`config.mk`:
```
export PLATFORM = sky130hd
export DESIGN_NAME = ccs_ctrl
export DESIGN_NICKNAME = d
export VERILOG_FILES = /design/src/hdl/ccs_pkg.sv /design/src/hdl/ccs_ctrl.sv
export SDC_FILE = /design/constraint.sdc
export NUM_CORES = 1
export LEC_CHECK = 0
export ABC_AREA = 1
export BUFFER_PORTS_ARGS = -buffer_cell sky130_fd_sc_hd__buf_2
export CAP_MARGIN = 20
export CORE_MARGIN = 1
export CORE_UTILIZATION = 40
export DETAILED_ROUTE_END_ITERATION = 8
export SYNTH_ARGS = -nofsm -noshare
export SYNTH_HDL_FRONTEND = slang
export SYNTH_SLANG_ARGS = --single-unit
```
`constraint.sdc`:
```
create_clock -name aclk -period 2.2 [get_ports aclk]
set_input_delay 0.33 -clock aclk [delete_from_list [all_inputs] [get_ports aclk]]
set_output_delay 0.33 -clock aclk [all_outputs]
set_load 0.05 [all_outputs]
```
`src/hdl/ccs_pkg.sv`:
```
`default_nettype none

package ccs_pkg;

    // Item fields
    localparam int FIELD_W   = 16;
    localparam int Y_W       = 48;
    localparam int INDEX_W   = 10;
    localparam int S_TDATA_W = 32;
    localparam int M_TDATA_W = 64;

    // Time step register, unsigned Q0.16
    localparam int DT_W = 16;
    localparam logic [DT_W-1:0] DT_RESET = 16'hFFFF;

    // Configuration port
    localparam int APB_ADDR_W = 3;
    localparam int APB_DATA_W = 32;
    localparam int REG_IDX_W  = APB_ADDR_W - 2;
    localparam logic [REG_IDX_W-1:0] REG_DT_SCALE = 1'b0;

    // Default sizes
    localparam int MAX_LEN_DEF     = 1024;
    localparam int SAMPLE_BITS_DEF = 16;

    typedef struct packed {
        logic mem_wr;
        logic acc_clear;
        logic rd_issue;
        logic scale_lo;
        logic scale_hi;
        logic out_load;
        logic out_ovf;
    } ccs_cmd_t;

    typedef struct packed {
        logic pipe_busy;
        logic out_free;
    } ccs_sts_t;

endpackage

`default_nettype wire

```
`src/hdl/ccs_ctrl.sv`:
```
`default_nettype none

module ccs_ctrl #(
    parameter int MAX_LEN = ccs_pkg::MAX_LEN_DEF
) (
    input  logic                          aclk,
    input  logic                          aresetn,
    input  logic                          s_valid,
    input  logic                          s_start,
    input  ccs_pkg::ccs_sts_t             sts,
    output ccs_pkg::ccs_cmd_t             cmd,
    output logic                          s_ready,
    output logic [$clog2(MAX_LEN)-1:0]    wr_idx,
    output logic [$clog2(MAX_LEN)-1:0]    rd_idx_a,
    output logic [$clog2(MAX_LEN)-1:0]    rd_idx_b,
    output logic [ccs_pkg::INDEX_W-1:0]   out_index
);
    import ccs_pkg::*;

    localparam int IDX_W = $clog2(MAX_LEN);
    localparam int CNT_W = $clog2(MAX_LEN + 1);

    typedef enum logic [2:0] {
        ST_IDLE,
        ST_ISSUE,
        ST_DRAIN,
        ST_SCALE_LO,
        ST_SCALE_HI,
        ST_EMIT
    } state_t;

    state_t            state_reg;
    logic [CNT_W-1:0]  count_reg;
    logic [IDX_W-1:0]  n_reg;
    logic [IDX_W-1:0]  k_reg;
    logic              ovf_reg;

    logic [CNT_W-1:0]  eff_count;
    logic              at_limit;
    logic              accept;

    // A start mark restarts the run at sample zero
    assign eff_count = s_start ? '0 : count_reg;
    assign at_limit  = (eff_count == CNT_W'(MAX_LEN));
    assign accept    = (state_reg == ST_IDLE) && s_valid;

    always_ff @(posedge aclk) begin
        if (!aresetn) begin
            state_reg <= ST_IDLE;
            count_reg <= '0;
            n_reg     <= '0;
            k_reg     <= '0;
            ovf_reg   <= 1'b0;
        end else begin
            unique case (state_reg)
                ST_IDLE: begin
                    if (s_valid) begin
                        if (at_limit) begin
                            // drop the item, count holds at the limit
                            ovf_reg   <= 1'b1;
                            state_reg <= ST_EMIT;
                        end else begin
                            ovf_reg   <= 1'b0;
                            n_reg     <= eff_count[IDX_W-1:0];
                            k_reg     <= '0;
                            count_reg <= eff_count + 1'b1;
                            state_reg <= ST_ISSUE;
                        end
                    end
                end
                ST_ISSUE: begin
                    if (k_reg == n_reg) begin
                        state_reg <= ST_DRAIN;
                    end else begin
                        k_reg <= k_reg + 1'b1;
                    end
                end
                ST_DRAIN: begin
                    if (!sts.pipe_busy) begin
                        state_reg <= ST_SCALE_LO;
                    end
                end
                ST_SCALE_LO: begin
                    state_reg <= ST_SCALE_HI;
                end
                ST_SCALE_HI: begin
                    state_reg <= ST_EMIT;
                end
                ST_EMIT: begin
                    if (sts.out_free) begin
                        state_reg <= ST_IDLE;
                    end
                end
                default: begin
                    state_reg <= ST_IDLE;
                end
            endcase
        end
    end

    always_comb begin
        cmd           = '0;
        cmd.mem_wr    = accept && !at_limit;
        cmd.acc_clear = accept && !at_limit;
        cmd.rd_issue  = (state_reg == ST_ISSUE);
        cmd.scale_lo  = (state_reg == ST_SCALE_LO);
        cmd.scale_hi  = (state_reg == ST_SCALE_HI);
        cmd.out_load  = (state_reg == ST_EMIT) && sts.out_free;
        cmd.out_ovf   = ovf_reg;
    end

    assign s_ready   = (state_reg == ST_IDLE);
    assign wr_idx    = eff_count[IDX_W-1:0];
    assign rd_idx_a  = k_reg;
    assign rd_idx_b  = n_reg - k_reg;
    assign out_index = ovf_reg ? '0 : INDEX_W'(n_reg);

endmodule

`default_nettype wire

```
==> impl_metrics.env <==
export IMPL_setup_total_negative_slack_ns=0
export IMPL_floorplan_core_area_um2=6030
export IMPL_tritoncts="built"
export IMPL_grt_first_pass_wirelength_um=11500
export IMPL_grt_total_usage_pct=22.8
export IMPL_peakVddDrop_mv=1.38
export IMPL_fin_hold_ws_ns=0.340
export IMPL_worstHoldPathCells=3
export IMPL_fin_cells=520
export IMPL_rsz_0062_raised_after_global_routing="yes"
export IMPL_wl_per_instance_um=13.5
export IMPL_slew_headroom_pct=64.9
export IMPL_ys_ff_latch=35
export IMPL_placed_instances=504
export IMPL_drc_errors=0
export IMPL_synth_largest_area_cell="sky130_fd_sc_hd__dfxtp_1"
export IMPL_final_min_clock_period_ns=2.19
export IMPL_vias_per_cell=4.92
export IMPL_tritoncts_num_sinks=35
export IMPL_postSynthAreaPerCell_um2=6.85
export IMPL_post_synth_instance_area_um2=2530
export IMPL_largest_register_ff_count=11
export IMPL_cts_buffers=5
export IMPL_worstSkewPairLatency_ns=0.29
export IMPL_synth_top_cells_by_area="sky130_fd_sc_hd__dfxtp_1 28%, sky130_fd_sc_hd__nand2_1 9.5%, sky130_fd_sc_hd__inv_1 8.0%"
export IMPL_clock_tree_buffer_depth=2
export IMPL_gr_total_overflow=0
export IMPL_synth_seq_area_share_pct=27.6
export IMPL_critical_path_cell_chain="inv_2 > ha_4 > inv_2 > fa_2 > nand3_2 > nand2_4 > nand2_4 > nand3_4 > xor2_4 > buf_8"
export IMPL_critical_path_arrival_ns=1.86
export IMPL_detail_route_antenna_nets=0
export IMPL_report_final_slew_viol_count=0
export IMPL_n_antenna_cell=0
export IMPL_crit_path_top_delay_cell="sky130_fd_sc_hd__fa_2"
export IMPL_first_pass_iters=4
export IMPL_die_h_um=81.6
export IMPL_htreeDepth=2
export IMPL_crit_path_max_incr_delay_ns=0.35
export IMPL_utilization_pct=58.4
export IMPL_netlist_area_leader_share_pct=27.6
export IMPL_io_pin_count=54
export IMPL_synth_edff_count=0
export IMPL_nNetsFinal=463
export IMPL_placement_setup_worst_slack_ns=0.0337
export IMPL_fp_row_count=28
export IMPL_reg2regPathDepth=12
export IMPL_largest_net_degree_at_the_start_of_global_routing=22
export IMPL_postSynthNetCount=389
export IMPL_fp_dieW_um=81.6
export IMPL_layout_skew_ns=0.0129
export IMPL_dieArea_um2=6660
export IMPL_final_cell_area_um2=3520
export IMPL_fmax_mhz=456
export IMPL_setup_cp_type="flop to primary output"
export IMPL_effective_utilization_at_floorplan_pct=42.1
export IMPL_seqCellArea_um2=732
export IMPL_path_clk_slew_ns=0.08
export IMPL_detailed_place_area_um2=3090
export IMPL_dr_total_vias=2558
export IMPL_setup_viol=0
export IMPL_port_buffers=53
export IMPL_cp_buffers_inverters=3
export IMPL_asyncSetResetFlopFracSynth_pct=0
export IMPL_antenna_found_initial=0
export IMPL_detailedPlacementHpwl_um=5240
export IMPL_max_cap_violations=0
export IMPL_critical_path_required_ns=1.87
export IMPL_min_to="state_reg[1]$_SDFFE_PN0P_"
export IMPL_gp_routability_congestion=0.872
export IMPL_final_min_period_over_clock_period_pct=99.6
export IMPL_setup_worst_path_end_class="primary output"
export IMPL_syn2layout_area_growth_pct=38.9
export IMPL_cp_max_fanout=3
export IMPL_worstMarginPinSlew_ns=0.523
export IMPL_synth_cells=370
export IMPL_ys_types=35
export IMPL_clock_tree_root_cell="sky130_fd_sc_hd__clkbuf_8"
export IMPL_leakagePower_nw=1.62
export IMPL_r2r_start="rd_idx_a[3]$_SDFFE_PN0P_"
export IMPL_multi_input_area_um2=1880
export IMPL_power_density_nw_per_um2=1400
export IMPL_layout_filler_cells=591
export IMPL_final_setup_worst_slack_ns=0.00866
export IMPL_worstReg2RegEnd="rd_idx_a[0]$_SDFFE_PN0P_"
export IMPL_postSynth_topFlopCell="sky130_fd_sc_hd__dfxtp_1"
export IMPL_cts_hold_buffers_added=0
export IMPL_synth_warnings=0
export IMPL_post_route_cells_drive_above_1_share_pct=41.1
export IMPL_final_hold_viol_count=0
export IMPL_outcome="finished clean"
export IMPL_critPathTopFamily="adder cells"
export IMPL_timing_critical_path_from_type="flop"
export IMPL_r2r_setup_slack_ns=0.20
export IMPL_totalWireLength_um=7030
export IMPL_grt_pass1_vias=2424
export IMPL_totalPowerFinal_mw=4.91
export IMPL_min_path_type="input port to flop"
export IMPL_first_iter_violations=70
export IMPL_hp_start="sts[1]"
-- cells in the mapped netlist, drive strengths merged (2+ instances only) --
master	instances
xor2	9
dfxtp	35
nor3b	2
nand3	37
clkbuf	4
a21o	2
xnor2	4
o22ai	2
nor3	4
nand4	6
o21ai	25
inv	59
nor2	45
a31oi	2
ha	12
a21oi	30
nand2	80
buf	7
-- how the worst max path moves through the flow --
| stage | startpoint | endpoint | slack (ns) | depth (start not counted) |
|---|---|---|---|---|
| final | n_reg[0]$_SDFFE_PN0P_ | rd_idx_b[8] | 0.009 | 10 |
| after global routing | n_reg[0]$_SDFFE_PN0P_ | rd_idx_b[8] | -0.07 | 10 |
| after CTS | n_reg[0]$_SDFFE_PN0P_ | rd_idx_b[6] | -0.03 | 9 |
| after detailed placement | n_reg[0]$_SDFFE_PN0P_ | rd_idx_b[6] | 0.03 | 9 |
| after global placement | rd_idx_a[2]$_SDFFE_PN0P_ | rd_idx_b[9] | 0.08 | 8 |
| after floorplan | s_start | cmd[6] | -0.06 | 11 |
-- logic make-up (layout without fill, tap and decap cells) --
kind of cell             after synthesis  after routing  synth area share, %
buffers and inverters                 70            145                 12.2
XOR/XNOR                              13             13                 4.49
adder cells (fa/ha/maj)               13             13                 6.71
AO/OA/AOI/OAI                         63             63                 14.6
flip-flops                            35             35                 27.6
AND/OR/NAND/NOR                      176            176                 34.4
-- per-layer routing --
| layer | share of wire, % | vias up | track usage [%] |
|---|---|---|---|
| li1 | - | 1339 | - |
| met1 | 45 | 1159 | 28.6 |
| met2 | 51 | 56 | 40.3 |
| met3 | 3.7 | 4 | 3.22 |
| met4 | 0.58 | 0 | 6.49 |
| met5 | 0 | - | 0 |
-- power by group --
part	internal, mW	total (mW)	leakage (nW)	switching (mW)
clock	0.221	0.462	0.0412	0.240
combinational	1.22	3.59	1.29	2.37
sequential	0.738	0.860	0.292	0.122
total	2.18	4.91	1.62	2.73
-- cells in the final DEF (no fill, tap or decap), types with 3 or more instances in the layout --
cell type,n
sky130_fd_sc_hd__clkbuf_8,5
sky130_fd_sc_hd__buf_6,5
sky130_fd_sc_hd__o21ai_1,13
sky130_fd_sc_hd__buf_4,25
sky130_fd_sc_hd__a21oi_2,10
sky130_fd_sc_hd__ha_1,3
sky130_fd_sc_hd__dfxtp_4,7
sky130_fd_sc_hd__nand2_1,58
sky130_fd_sc_hd__o21ai_2,3
sky130_fd_sc_hd__dfxtp_1,24
sky130_fd_sc_hd__a21oi_1,18
sky130_fd_sc_hd__nand2_2,14
sky130_fd_sc_hd__nand3_1,32
sky130_fd_sc_hd__inv_1,47
sky130_fd_sc_hd__nor2_4,8
sky130_fd_sc_hd__nor3_1,4
sky130_fd_sc_hd__nand2_4,7
sky130_fd_sc_hd__xor2_4,4
sky130_fd_sc_hd__inv_2,10
sky130_fd_sc_hd__buf_2,46
sky130_fd_sc_hd__nand4_1,6
sky130_fd_sc_hd__nand3_2,4
sky130_fd_sc_hd__nor2_1,33
sky130_fd_sc_hd__dfxtp_2,4
sky130_fd_sc_hd__ha_4,9
sky130_fd_sc_hd__xor2_1,3
sky130_fd_sc_hd__o21ai_0,8
sky130_fd_sc_hd__xnor2_1,3
sky130_fd_sc_hd__nor2_2,4
-- layout make-up --
class | count | share of cell area [%]
clock buffer | 6 | 2.06
timing repair buffer | 78 | 14.1
sequential | 35 | 20.8
inverter | 59 | 6.54
tap | 75 | 2.67
clock inverter | 2 | 0.355
multi-input combinational | 265 | 53.5
-- worst reg2reg max path: stages, from the launching register on --
cell                         delay, ns
sky130_fd_sc_hd__dfxtp_4          0.37
sky130_fd_sc_hd__clkinvlp_4       0.13
sky130_fd_sc_hd__ha_4             0.32
sky130_fd_sc_hd__buf_6            0.10
sky130_fd_sc_hd__buf_4            0.12
sky130_fd_sc_hd__nand3_1          0.09
sky130_fd_sc_hd__nor2_1           0.10
sky130_fd_sc_hd__nand3_1          0.09
sky130_fd_sc_hd__nand2_1          0.17
sky130_fd_sc_hd__nand2_4          0.14
sky130_fd_sc_hd__nand3_1          0.10
sky130_fd_sc_hd__nand2_1          0.05
sky130_fd_sc_hd__nor2_1           0.15
-- repair_timing --
action	in CTS	in global routing
pin swaps	14	15
endpoints found under the setup margin	7	8
gates resized for setup	47	15
setup buffers	5	3
Power figures use the tool's default switching activity.
